### src/hdl/gps_time_to_calendar_date_assert.svh
// Assertion macros shared by the GPS time to calendar date RTL.
// Depends on nothing; the assertion forms drop out when SYNTHESIS is defined.
`ifndef GPS_TIME_TO_CALENDAR_DATE_ASSERT_SVH
`define GPS_TIME_TO_CALENDAR_DATE_ASSERT_SVH
`ifndef SYNTHESIS
// Same-cycle implication, disabled while reset is asserted.
`define GTC_ASSERT_IMPL(label, clk, rst_n, ante, cons) \
    label: assert property (@(posedge clk) disable iff (!rst_n) (ante) |-> (cons)) \
        else $error("gps_time_to_calendar_date assertion failed");
// Next-cycle implication, disabled while reset is asserted.
`define GTC_ASSERT_NEXT(label, clk, rst_n, ante, cons) \
    label: assert property (@(posedge clk) disable iff (!rst_n) (ante) |=> (cons)) \
        else $error("gps_time_to_calendar_date assertion failed");
`else
`define GTC_ASSERT_IMPL(label, clk, rst_n, ante, cons)
`define GTC_ASSERT_NEXT(label, clk, rst_n, ante, cons)
`endif
`endif

### src/hdl/gtc_pkg.sv
// Constants, types and small tables for the GPS time to calendar date block.
// Depends on nothing; imported by gtc_tod, gtc_date and the top level.
package gtc_pkg;

    localparam logic [16:0] EPOCH_MJD   = 17'd44244;
    localparam logic [26:0] MS_PER_DAY  = 27'd86400000;
    localparam logic [21:0] MS_PER_HOUR = 22'd3600000;
    localparam logic [15:0] MS_PER_MIN  = 16'd60000;
    localparam logic [12:0] YR_DIV      = 13'd7305;
    localparam logic [18:0] E_DIV       = 19'd306001;
    localparam logic [13:0] BD_SCALE    = 14'd10000;
    localparam logic [12:0] YEAR_BASE   = 13'd4715;
    // 20 * (MJD offset to the shifted day count) - 2442, and the offset itself.
    localparam logic [25:0] X_OFFSET    = 26'd48028318;
    localparam logic [21:0] B_OFFSET    = 22'd2401538;

    // Reciprocals for exact constant division: the estimate is low by at most one.
    localparam int DAY_SHIFT = 50;
    localparam int HR_SHIFT  = 48;
    localparam int MN_SHIFT  = 40;
    localparam int YR_SHIFT  = 38;
    localparam int E_SHIFT   = 40;
    localparam logic [23:0] DAY_RECIP = 24'((64'd1 << DAY_SHIFT) / 64'd86400000);
    localparam logic [26:0] HR_RECIP  = 27'((64'd1 << HR_SHIFT) / 64'd3600000);
    localparam logic [24:0] MN_RECIP  = 25'((64'd1 << MN_SHIFT) / 64'd60000);
    localparam logic [25:0] YR_RECIP  = 26'((64'd1 << YR_SHIFT) / 64'd7305);
    localparam logic [21:0] E_RECIP   = 22'((64'd1 << E_SHIFT) / 64'd306001);

    // Time-of-day results are ready ahead of the date path
    // and wait in a delay line to line up with it.
    localparam int TOD_DLY  = 5;
    localparam int DATE_LAT = 8;

    typedef struct packed {
        logic [4:0]  hour;
        logic [5:0]  minute;
        logic [15:0] second_ms;
    } t_tod;

    typedef struct packed {
        logic [16:0] mjd;
        logic [2:0]  wday;
    } t_side;

    // floor(30.6001 * e) for the month index e.
    function automatic logic [8:0] month_floor(input logic [4:0] e);
        logic [8:0] v;
        case (e)
            5'd1:    v = 9'd30;
            5'd2:    v = 9'd61;
            5'd3:    v = 9'd91;
            5'd4:    v = 9'd122;
            5'd5:    v = 9'd153;
            5'd6:    v = 9'd183;
            5'd7:    v = 9'd214;
            5'd8:    v = 9'd244;
            5'd9:    v = 9'd275;
            5'd10:   v = 9'd306;
            5'd11:   v = 9'd336;
            5'd12:   v = 9'd367;
            5'd13:   v = 9'd397;
            5'd14:   v = 9'd428;
            5'd15:   v = 9'd459;
            5'd16:   v = 9'd489;
            default: v = 9'd0;
        endcase
        return v;
    endfunction

endpackage

### src/hdl/gtc_tod.sv
// Time-of-day splitter: millisecond of day into hour, minute and millisecond of minute.
// Depends on gtc_pkg; fully pipelined, no stall.
module gtc_tod (
    input  logic          i_clk,
    input  logic [26:0]   i_msd,
    output gtc_pkg::t_tod o_tod
);
    import gtc_pkg::*;

    logic [53:0] n_hprod;
    logic [26:0] n_hrem;
    logic        n_hfix;
    logic [46:0] n_mprod;
    logic [21:0] n_mrem;
    logic        n_mfix;

    logic [4:0]  r1_hq;
    logic [26:0] r1_msd;
    logic [4:0]  r2_hour;
    logic [21:0] r2_remh;
    logic [5:0]  r3_mq;
    logic [21:0] r3_remh;
    logic [4:0]  r3_hour;
    t_tod        r4_tod;

    always_comb begin
        n_hprod = 54'(i_msd) * 54'(HR_RECIP);
        n_hrem  = r1_msd - 27'(r1_hq) * 27'(MS_PER_HOUR);
        n_hfix  = (n_hrem >= 27'(MS_PER_HOUR));
        n_mprod = 47'(r2_remh) * 47'(MN_RECIP);
        n_mrem  = r3_remh - 22'(r3_mq) * 22'(MS_PER_MIN);
        n_mfix  = (n_mrem >= 22'(MS_PER_MIN));
    end

    always_ff @(posedge i_clk) begin
        r1_hq   <= n_hprod[HR_SHIFT+4:HR_SHIFT];
        r1_msd  <= i_msd;
        r2_hour <= n_hfix ? r1_hq + 5'd1 : r1_hq;
        r2_remh <= 22'(n_hfix ? n_hrem - 27'(MS_PER_HOUR) : n_hrem);
        r3_mq   <= n_mprod[MN_SHIFT+5:MN_SHIFT];
        r3_remh <= r2_remh;
        r3_hour <= r2_hour;
        r4_tod.hour      <= r3_hour;
        r4_tod.minute    <= n_mfix ? r3_mq + 6'd1 : r3_mq;
        r4_tod.second_ms <= 16'(n_mfix ? n_mrem - 22'(MS_PER_MIN) : n_mrem);
    end

    assign o_tod = r4_tod;

endmodule

### src/hdl/gtc_date.sv
// Day number to Gregorian year, month and day, pipelined over eight stages.
// Depends on gtc_pkg; carries the MJD and weekday alongside with the valid bit.
module gtc_date (
    input  logic        i_clk,
    input  logic        i_rst_n,
    input  logic        i_valid,
    input  logic [16:0] i_mjd,
    input  logic [2:0]  i_wday,
    output logic        o_valid,
    output logic [11:0] o_year,
    output logic [3:0]  o_month,
    output logic [4:0]  o_day,
    output logic [2:0]  o_wday,
    output logic [16:0] o_mjd
);
    import gtc_pkg::*;

    logic [25:0] n_x;
    logic [51:0] n_cprod;
    logic [25:0] n_crem;
    logic [23:0] n_d;
    logic [22:0] n_xe;
    logic [44:0] n_eprod;
    logic [23:0] n_erem;
    logic [3:0]  n_m;

    logic [DATE_LAT-1:0] r_v;
    t_side               r_side [DATE_LAT];

    logic [25:0] r1_x;
    logic [21:0] r1_b;
    logic [12:0] r2_cq;
    logic [25:0] r2_x;
    logic [21:0] r2_b;
    logic [12:0] r3_c;
    logic [21:0] r3_b;
    logic [8:0]  r4_bd;
    logic [12:0] r4_c;
    logic [22:0] r5_xe;
    logic [8:0]  r5_bd;
    logic [12:0] r5_c;
    logic [4:0]  r6_eq;
    logic [22:0] r6_xe;
    logic [8:0]  r6_bd;
    logic [12:0] r6_c;
    logic [4:0]  r7_e;
    logic [8:0]  r7_bd;
    logic [12:0] r7_c;
    logic [11:0] r8_year;
    logic [3:0]  r8_month;
    logic [4:0]  r8_day;

    always_comb begin
        n_x     = 26'({i_mjd, 4'b0000}) + 26'({i_mjd, 2'b00}) + X_OFFSET;
        n_cprod = 52'(r1_x) * 52'(YR_RECIP);
        n_crem  = r2_x - 26'(r2_cq) * 26'(YR_DIV);
        n_d     = (24'(r3_c) * 24'd1461) >> 2;
        n_xe    = 23'(r4_bd) * 23'(BD_SCALE);
        n_eprod = 45'(r5_xe) * 45'(E_RECIP);
        n_erem  = 24'(r6_xe) - 24'(r6_eq) * 24'(E_DIV);
        n_m     = (r7_e < 5'd14) ? 4'(r7_e - 5'd1) : 4'(r7_e - 5'd13);
    end

    always_ff @(posedge i_clk) begin
        if (!i_rst_n) begin
            r_v <= '0;
        end else begin
            r_v <= {r_v[DATE_LAT-2:0], i_valid};
        end
    end

    always_ff @(posedge i_clk) begin
        r_side[0] <= '{mjd: i_mjd, wday: i_wday};
        for (int k = 1; k < DATE_LAT; k++) begin
            r_side[k] <= r_side[k-1];
        end

        r1_x  <= n_x;
        r1_b  <= 22'(i_mjd) + B_OFFSET;
        r2_cq <= n_cprod[YR_SHIFT+12:YR_SHIFT];
        r2_x  <= r1_x;
        r2_b  <= r1_b;
        r3_c  <= (n_crem >= 26'(YR_DIV)) ? r2_cq + 13'd1 : r2_cq;
        r3_b  <= r2_b;
        // The remainder of the year split always lands between 123 and 488.
        r4_bd <= 9'(r3_b - 22'(n_d));
        r4_c  <= r3_c;
        r5_xe <= n_xe;
        r5_bd <= r4_bd;
        r5_c  <= r4_c;
        r6_eq <= n_eprod[E_SHIFT+4:E_SHIFT];
        r6_xe <= r5_xe;
        r6_bd <= r5_bd;
        r6_c  <= r5_c;
        r7_e  <= (n_erem >= 24'(E_DIV)) ? r6_eq + 5'd1 : r6_eq;
        r7_bd <= r6_bd;
        r7_c  <= r6_c;
        r8_month <= n_m;
        r8_day   <= 5'(r7_bd - month_floor(r7_e));
        r8_year  <= 12'(r7_c - YEAR_BASE - 13'(n_m >= 4'd3));
    end

    assign o_valid = r_v[DATE_LAT-1];
    assign o_year  = r8_year;
    assign o_month = r8_month;
    assign o_day   = r8_day;
    assign o_wday  = r_side[DATE_LAT-1].wday;
    assign o_mjd   = r_side[DATE_LAT-1].mjd;

endmodule

### src/hdl/gps_time_to_calendar_date.sv
// Top level of the GPS week and time of week to calendar date converter.
// Depends on gtc_pkg, gtc_tod, gtc_date and the assertion macro header.
`include "gps_time_to_calendar_date_assert.svh"

// A word is taken on every clock edge where start is high and busy is low, one word
// per cycle with no gaps needed. Its result is on the o_ ports for a single cycle,
// flagged by o_valid, once the word has passed the r1_, r2_, r3_ registers and gtc_date.
// Each constant division is a reciprocal multiply followed by a one-step correction,
// and the date path chains three of those. The receiver cannot hold results off, so
// nothing ever backs up; busy is set while reset is applied and clears at the clock
// edge after its release.
module gps_time_to_calendar_date (
    input  logic        i_clk,
    input  logic        i_rst_n,
    input  logic        start,
    output logic        busy,
    input  logic [12:0] i_gps_week,
    input  logic [29:0] i_week_time_ms,
    output logic        o_valid,
    output logic [11:0] o_year,
    output logic [3:0]  o_month,
    output logic [4:0]  o_day,
    output logic [4:0]  o_hour,
    output logic [5:0]  o_minute,
    output logic [15:0] o_second_ms,
    output logic [2:0]  o_weekday,
    output logic [16:0] o_mjd_day
);
    import gtc_pkg::*;

    logic        w_accept;
    logic [53:0] n1_prod;
    logic [16:0] n1_base;
    logic [30:0] n2_rem;
    logic        n2_fix;
    logic [4:0]  n3_s;
    logic [2:0]  n3_wday;
    t_tod        w_tod;

    logic        r_busy;
    logic        r1_v;
    logic [3:0]  r1_dq;
    logic [29:0] r1_tow;
    logic [16:0] r1_base;
    logic        r2_v;
    logic [3:0]  r2_days;
    logic [26:0] r2_msd;
    logic [16:0] r2_base;
    logic        r3_v;
    logic [16:0] r3_mjd;
    logic [2:0]  r3_wday;
    t_tod        r_tod_dly [TOD_DLY];

    assign w_accept = start & ~r_busy;
    assign busy     = r_busy;

    always_comb begin
        n1_prod = 54'(i_week_time_ms) * 54'(DAY_RECIP);
        n1_base = EPOCH_MJD + 17'(i_gps_week) * 17'd7;
        n2_rem  = 31'(r1_tow) - 31'(r1_dq) * 31'(MS_PER_DAY);
        n2_fix  = (n2_rem >= 31'(MS_PER_DAY));
        // The Julian day number is 6 plus the day carry, modulo 7, ahead of the week.
        n3_s    = 5'(r2_days) + 5'd6;
        if (n3_s >= 5'd14) begin
            n3_wday = 3'(n3_s - 5'd14);
        end else if (n3_s >= 5'd7) begin
            n3_wday = 3'(n3_s - 5'd7);
        end else begin
            n3_wday = 3'(n3_s);
        end
    end

    always_ff @(posedge i_clk) begin
        if (!i_rst_n) begin
            r_busy <= 1'b1;
            r1_v   <= 1'b0;
            r2_v   <= 1'b0;
            r3_v   <= 1'b0;
        end else begin
            r_busy <= 1'b0;
            r1_v   <= w_accept;
            r2_v   <= r1_v;
            r3_v   <= r2_v;
        end
    end

    always_ff @(posedge i_clk) begin
        r1_dq   <= n1_prod[DAY_SHIFT+3:DAY_SHIFT];
        r1_tow  <= i_week_time_ms;
        r1_base <= n1_base;
        r2_days <= n2_fix ? r1_dq + 4'd1 : r1_dq;
        r2_msd  <= 27'(n2_fix ? n2_rem - 31'(MS_PER_DAY) : n2_rem);
        r2_base <= r1_base;
        r3_mjd  <= r2_base + 17'(r2_days);
        r3_wday <= n3_wday + 3'd1;
        r_tod_dly[0] <= w_tod;
        for (int k = 1; k < TOD_DLY; k++) begin
            r_tod_dly[k] <= r_tod_dly[k-1];
        end
    end

    gtc_tod u_tod (
        .i_clk (i_clk),
        .i_msd (r2_msd),
        .o_tod (w_tod)
    );

    gtc_date u_date (
        .i_clk   (i_clk),
        .i_rst_n (i_rst_n),
        .i_valid (r3_v),
        .i_mjd   (r3_mjd),
        .i_wday  (r3_wday),
        .o_valid (o_valid),
        .o_year  (o_year),
        .o_month (o_month),
        .o_day   (o_day),
        .o_wday  (o_weekday),
        .o_mjd   (o_mjd_day)
    );

    assign o_hour      = r_tod_dly[TOD_DLY-1].hour;
    assign o_minute    = r_tod_dly[TOD_DLY-1].minute;
    assign o_second_ms = r_tod_dly[TOD_DLY-1].second_ms;

    `GTC_ASSERT_IMPL(a_latency, i_clk, i_rst_n, w_accept, ##11 o_valid)
    `GTC_ASSERT_IMPL(a_no_extra, i_clk, i_rst_n, o_valid, $past(w_accept, 11))
    `GTC_ASSERT_IMPL(a_tod_range, i_clk, i_rst_n, o_valid, (o_hour <= 5'd23) && (o_minute <= 6'd59) && (o_second_ms <= 16'd59999))
    `GTC_ASSERT_IMPL(a_date_range, i_clk, i_rst_n, o_valid, (o_month >= 4'd1) && (o_month <= 4'd12) && (o_day >= 5'd1) && (o_day <= 5'd31))
    `GTC_ASSERT_NEXT(a_busy_clear, i_clk, i_rst_n, i_rst_n, !busy)

endmodule

### config.mk
export PLATFORM = sky130hd
export DESIGN_NAME = gps_time_to_calendar_date
export DESIGN_NICKNAME = d
export VERILOG_FILES = /design/src/hdl/gtc_pkg.sv /design/src/hdl/gtc_tod.sv /design/src/hdl/gtc_date.sv /design/src/hdl/gps_time_to_calendar_date.sv
export VERILOG_INCLUDE_DIRS = /design/src /design/src/hdl
export SDC_FILE = /design/constraint.sdc
export NUM_CORES = 2
export LEC_CHECK = 0
export ABC_AREA = 1
export BUFFER_PORTS_ARGS = -buffer_cell sky130_fd_sc_hd__buf_2
export CAP_MARGIN = 20
export CORE_AREA = 2 2 419 421
export DETAILED_ROUTE_END_ITERATION = 10
export DIE_AREA = 0 0 421 423
export PLACE_DENSITY = 0.69
export SYNTH_ARGS = -nofsm -noshare
export SYNTH_HDL_FRONTEND = slang
export SYNTH_SLANG_ARGS = --single-unit
### constraint.sdc
create_clock -name i_clk -period 8.1 [get_ports i_clk]
set_clock_uncertainty 0.05 [all_clocks]
set_input_delay 0.81 -clock i_clk [delete_from_list [all_inputs] [get_ports i_clk]]
set_output_delay 0.81 -clock i_clk [all_outputs]
set_load 0.01 [all_outputs]
* Yosys cells after proc, flatten, opt, wreduce, memory -nomap -nowiden
Memories as Yosys holds them, arrays and structs flattened. A register that Yosys moved wholly into a read port is not among the register bits.
Cells that the tools add are included.
W data, S select, Z words.
** Cells by class
- $add $sub $neg :: 28
- Multipliers :: 13
- Divide/modulo/power cells :: 0
- Magnitude comparators :: 9
- Eq/ne operators :: 0
- Shift-type cells :: 0
- Mux-type cells :: 12
- Bitwise logic cells :: 2
- Reductions and logical operators :: 0
** Operator list (number)
- $mul A27 B27 Y53 const B :: 1
- $mul A26 B25 Y50 const B :: 1
- $mul A30 B20 Y50 const B :: 1
- $mul A22 B25 Y46 const B :: 1
- $mul A19 B22 Y41 const B :: 1
- $ge A31 B27 Y1 const B :: 1
- $sub A30 B31 Y31 :: 1
- $ge A27 B22 Y1 const B :: 1
- $mux W27 :: 1
- $sub A27 B27 Y27 :: 1
- $sub A27 B27 Y27 const B :: 1
- $add A26 B26 Y26 const B :: 1
- $ge A26 B13 Y1 const B :: 1
- $mul A13 B13 Y26 const B :: 1
- $sub A26 B26 Y26 :: 1
- $ge A24 B19 Y1 const B :: 1
- $mul A5 B19 Y24 const B :: 1
- $sub A23 B24 Y24 :: 1
- $add A21 B19 Y22 :: 1
- $ge A22 B16 Y1 const B :: 1
- $mux W22 :: 1
- $sub A22 B22 Y22 :: 1
- $sub A22 B22 Y22 const B :: 1
- $mul A4 B17 Y21 const B :: 1
- 35 further kinds :: 40
** Word-level totals
- Bits in registers :: 496
- Latch bits :: 0
- Bits in writable memories :: 295
- Memory bits (read-only) :: 288
- Bits of input ports :: 46
- Output and inout bits :: 70
- Logic and storage cells :: 112
- Memories :: 3
** Memory list
- (name not given) :: words 32, width 9, read ports 1, clocked after memory_dff 1, write ports 0, RTL line gtc_pkg.sv:48 : case (e)
- u_date.r_side :: words 8, width 20, read ports 8, clocked after memory_dff 0, write ports 8, RTL line gtc_date.sv:28 : t_side r_side [DATE_LAT];
- r_tod_dly :: words 5, width 27, read ports 5, clocked after memory_dff 0, write ports 5, RTL line gps_time_to_calendar_date.sv:52 : t_tod r_tod_dly [TOD_DLY];

* Logic depth before layout (Yosys ltp)
- Word-level depth :: 5
- Depth in mapped cells :: 34
- Gate-level depth less buffers :: 33

* Modules after synthesis
A second synthesis with hierarchy kept.
** Unflattened totals
- Cells, all modules :: 9509
- Area, all modules :: 87840.5 µm²
** By module, submodules not included
- gtc_date :: instances 1, cells each 3999, area each 38281.7 µm², sequential area each 8027.7 µm²
- gtc_tod :: instances 1, cells each 3196, area each 28149.5 µm², sequential area each 2382.3 µm²
- gps_time_to_calendar_date :: instances 1, cells each 2314, area each 21409.3 µm², sequential area each 5165.0 µm²

* Least setup slack after synthesis
No wires, ideal clock.
- Path type :: input -> register
- Start :: input port i_week_time_ms[1]
- End :: register r1_dq[3]
- Library setup time :: 126 ps
- Data arrival time :: 5757 ps
- Required time :: 7924 ps
- Slack :: 2167 ps
- Stages on the path :: 24
- Buffers on the path :: 0
- Cell sequence :: ha_1 > inv_1 > fa_1 > fa_1 > inv_1 > fa_1 > inv_1 > fa_1 > inv_1 > fa_1 > fa_1 > ha_1 > nand2_1 > inv_1 > nand3_1 > nor2_1 > nor2_1 > o21ai_0 > a21o_1 > a21oi_1 > o21ai_0 > a21oi_1 > o211ai_1 > xor2_1
** On the way
- Longest elaborated chain between the ends :: 1
** Ends and longest elaborated chain
- start: declaration :: RTL line gps_time_to_calendar_date.sv:18 : input logic [29:0] i_week_time_ms,
- $mul A30 B20 Y50 :: RTL line gps_time_to_calendar_date.sv:58 : n1_prod = 54'(i_week_time_ms) * 54'(DAY_RECIP);
- via n1_prod[53] :: RTL line gps_time_to_calendar_date.sv:32 : logic [53:0] n1_prod;
- end signal: assignment :: RTL line gps_time_to_calendar_date.sv:88 : r1_dq <= n1_prod[DAY_SHIFT+3:DAY_SHIFT];
- end: declaration :: RTL line gps_time_to_calendar_date.sv:42 : logic [3:0] r1_dq;
The timed path passes the listed nets, and every way through them passes these cells.
A chain may end at the register's enable or synchronous reset.

* Worst setup path after layout
- Start :: register u_date.r2_cq[2]
- End :: register u_date.r3_c[8]
** On the way
- Longest elaborated chain between the ends :: 4
- Elaborated cells on any way between the ends :: 5
- Those cells by class :: 2 x add/sub; 1 x mul; 1 x order compare; 1 x mux
** Ends and longest elaborated chain
- start: declaration :: RTL line gtc_date.sv:32 : logic [12:0] r2_cq;
- start signal: assignment :: RTL line gtc_date.sv:80 : r2_cq <= n_cprod[YR_SHIFT+12:YR_SHIFT];
- $mul A13 B13 Y26 :: RTL line gtc_date.sv:56 : n_crem = r2_x - 26'(r2_cq) * 26'(YR_DIV);
- $sub A26 B26 Y26 :: RTL line gtc_date.sv:56
- $ge A26 B13 Y1 :: RTL line gtc_date.sv:83 : r3_c <= (n_crem >= 26'(YR_DIV)) ? r2_cq + 13'd1 : r2_cq;
- $mux W13 (*) :: RTL line gtc_date.sv:83
- end signal: assignment :: RTL line gtc_date.sv:83
- end: declaration :: RTL line gtc_date.sv:35 : logic [12:0] r3_c;
Every way passes the cells marked *; elsewhere a longest branch is shown, timed or not.

==> qor.csv <==
stage,metric,value,unit
run_status,status,completed,
floorplanning,Die X-Extent,421,µm
cts,CTS clock-pin slew for the worst setup and hold paths,60,ps
timing,post-layout minimum cycle time,6850,ps
cts,Longest Clk Path Bufs,3,
cts,CTS tree,yes,
cts,H-tree depth,3,
cts,Post-CTS Hold Buffers,0,
floorplanning,Initial Util,49.8,%
floorplanning,core footprint,173000,µm²
synthesis,register bit count reported by yosys,778,
worst_hold_path,Hold Path Class,input pin to flop,
synthesis,Syn. warnings,0,
detailed_routing,via count,58700,
worst_setup_path,crit path launch type,flop,
cts,number of buffers created by CTS,88,
synthesis,Synth Net Count,12000,
synthesis,register area share after synthesis,18.1,%
placed_design,HPWL after DPL,176,mm
cts,later-pin clock latency in the skew report,750,ps
detailed_routing,total length of routed wires,203,mm
final_layout,layout cells sized above 1,4.02,%
synthesis,Post-synth EDFFs,0,
detailed_routing,Post-DRT Antenna Nets,0,
timing,final worst path period share,84.6,%
worst_setup_path,CP max FO,13,
grt,global-route wire length before repair,334,mm
placed_design,port bufs,115,
final_layout,Layout fillers,15500,
timing,Worst slew margin,34.7,%
detailed_routing,DR WL/cell,17.5,µm
timing,setup TNS,0,ps
timing,fmax,146,MHz
cts,Root Driver,clkbuf_16,
grt,largest net degree at the start of global routing,36,
grt,antenna violations before repair,4,
cts,clock net sink count,778,
cts,post-CTS sizing,0,
worst_setup_path,CP required,8740,ps
worst_setup_path,WS Path Type,flop to flop,
grt,grt total ovfl,0,
synthesis,Post-Syn Area,86200,µm²
synthesis,Yosys top cell area share,29.6,%
floorplanning,row count,153,
worst_setup_path,Worst EP arrival,7490,ps
detailed_routing,DRC violations left,0,
timing,Hold Fails Final Rpt,0,
placed_design,placed instance count,11500,
synthesis,Post-Synthesis Cells,9075,
final_layout,Final nets,12200,
synthesis,leading post-synthesis cells by cell area,"fa_1, ha_1, dfxtp_1",
cts,# Post-CTS Setup Buffers,0,
floorplanning,IO Pins,116,
grt,Total GRT Usage,23.6,%
worst_setup_path,element type at the critical path end,flop,
floorplanning,die area,178000,µm²
job,max cap viols,0,
synthesis,synthesized area per cell,9.50,µm²
final_layout,"non-filler cells, final",11600,
synthesis,"Top FF cell, synth",dfxtp_1,
timing,unrepaired setup endpoints after global routing,false,
synthesis,"area leader, netlist",fa_1,
floorplanning,Chip Height,423,µm
detailed_routing,Initial DRC Count,2940,
timing,Slew @ Worst Pin,978,ps
final_layout,P&R area growth vs syn,7.44,%
detailed_routing,vias per cell,5.05,
placed_design,RD Place Congestion,0.974,
detailed_routing,Pre-antenna DRT Iters,6,
synthesis,library cells used by synthesis,74,
grt,vias in the first global route,63900,
timing,final setup fails,0,
timing,Slew Limit Fails,0,
synthesis,async set or reset register ratio after synthesis,0,%
[logic make-up after synthesis]
family,Yosys count,share of synthesized area (%)
AO/OA/AOI/OAI,813,5.36
XOR/XNOR,334,3.43
adder cells (fa/ha/maj),2913,53.4
buffers and inverters,2523,11.3
flip-flops,778,18.1
AND/OR/NAND/NOR,1714,8.51
[layer usage]
layer  track usage [%]  routed length, µm  vias to the layer above
li1                  -                  -                    28400
met1              29.8              86700                    28700
met2              41.6              99800                     1325
met3              3.47              10600                      331
met4              6.88               6100                        2
met5                 0                 13                        -
[flip-flops by register name, indices dropped and copies added (netlist names), 12 cells and up, named ones only]
| name | count |
|---|---|
| u_date.r7_c | 12 |
| r_tod_dly | 135 |
| u_date.r5_c | 12 |
| u_date.r2_cq | 13 |
| u_date.r4_c | 12 |
| u_tod.o_tod | 27 |
| u_date.r6_xe | 15 |
| u_date.o_year | 12 |
| u_date.r2_x | 23 |
| u_date.r5_xe | 15 |
| r1_base | 17 |
| r1_tow | 30 |
| u_tod.r3_remh | 22 |
| r3_mjd | 17 |
| u_tod.r1_msd | 27 |
| u_date.r6_c | 12 |
| u_date.r_side | 157 |
| u_tod.r2_remh | 22 |
| r2_base | 17 |
| u_date.r1_x | 23 |
| r2_msd | 27 |
| u_date.r3_c | 12 |
[path summary, 6_finish.rpt]
path                                        from               end  slack, ps  depth (start not counted)
worst max-delay path             u_date.r2_cq[2]    u_date.r3_c[8]       1250                         22
worst min-delay path               i_gps_week[0]        r1_base[0]        150                          1
worst max register to register   u_date.r2_cq[2]    u_date.r3_c[8]       1250                         22
worst min register to register  r_tod_dly[0][22]  r_tod_dly[0][49]        220                          0
[per-stage QoR]
stage | hold WS, ps | util [%] | area [µm²] | worst slack, ps
floorplan | 260 | - | 86200 | 2170
global route | 122 | 53.5 | 92600 | 745
CTS | 80.2 | 53.5 | 92600 | 1270
finish | 154 | 53.5 | 92600 | 1250
detailed placement | 262 | 51.6 | 89400 | 1280
global placement | 260 | 51.6 | 89400 | 1520
[worst max-delay path, cell delays in order (launching register included)]
cell and delay (ps):
dfxtp_1 620, inv_1 270, fa_1 550, fa_1 560
inv_1 40, ha_1 310, fa_1 520, fa_1 520
fa_1 510, inv_1 40, ha_1 370, a21oi_1 230
o21ai_0 140, a21oi_1 150, nand3_1 150, a21oi_1 200
xor2_1 160, nand2_1 80, nor2_1 160, nand4_1 460
nand2_1 500, nand2_1 120, nand2_1 90
[cells in the mapped netlist, drive strengths merged (9+ instances only)]
cell type and n:
inv 2456, ha 1639, fa 1274, nand2 960
dfxtp 778, a21oi 407, nor2 298, o21ai 231
xor2 229, nand3 228, xnor2 105, nand4 68
nor3 66, buf 61, nor4 37, a31oi 30
a21o 25, nand3b 22, o21a 18, o211ai 17
or2 17, o21bai 16, o31ai 12, a21boi 9
[cell type report]
type	count	area (µm²)	share of cell area [%]
multi-input cells	5774	60900	65.8
flip-flops and latches	778	15600	16.8
inverters	2456	9220	9.95
well taps	2325	2910	3.14
clock buffers	100	2340	2.52
clock inverters	63	893	0.965
repair buffers	138	748	0.808
diodes	1	2.50	0.00270
[cell usage in the layout, fill, tap and decap left out, types with 15 or more instances in the layout]
master,netlist,final
a21o_1,25,25
a21oi_1,404,404
a31oi_1,30,30
buf_2,9,115
buf_4,49,23
clkbuf_16,0,88
dfxtp_1,778,778
fa_1,1274,1274
ha_1,1639,1639
inv_1,2449,2449
nand2_1,948,948
nand3_1,227,227
nand3b_1,22,22
nand4_1,68,68
nor2_1,293,293
nor3_1,65,65
nor4_1,36,36
o211ai_1,16,16
o21a_1,17,17
o21ai_0,196,196
o21ai_1,21,21
o21bai_1,15,15
or2_2,16,16
xnor2_1,104,104
xor2_1,226,226
Power is left out: the tool's default activity adds up to more than one toggle a clock period on the data nets, which glitch-free logic cannot reach.
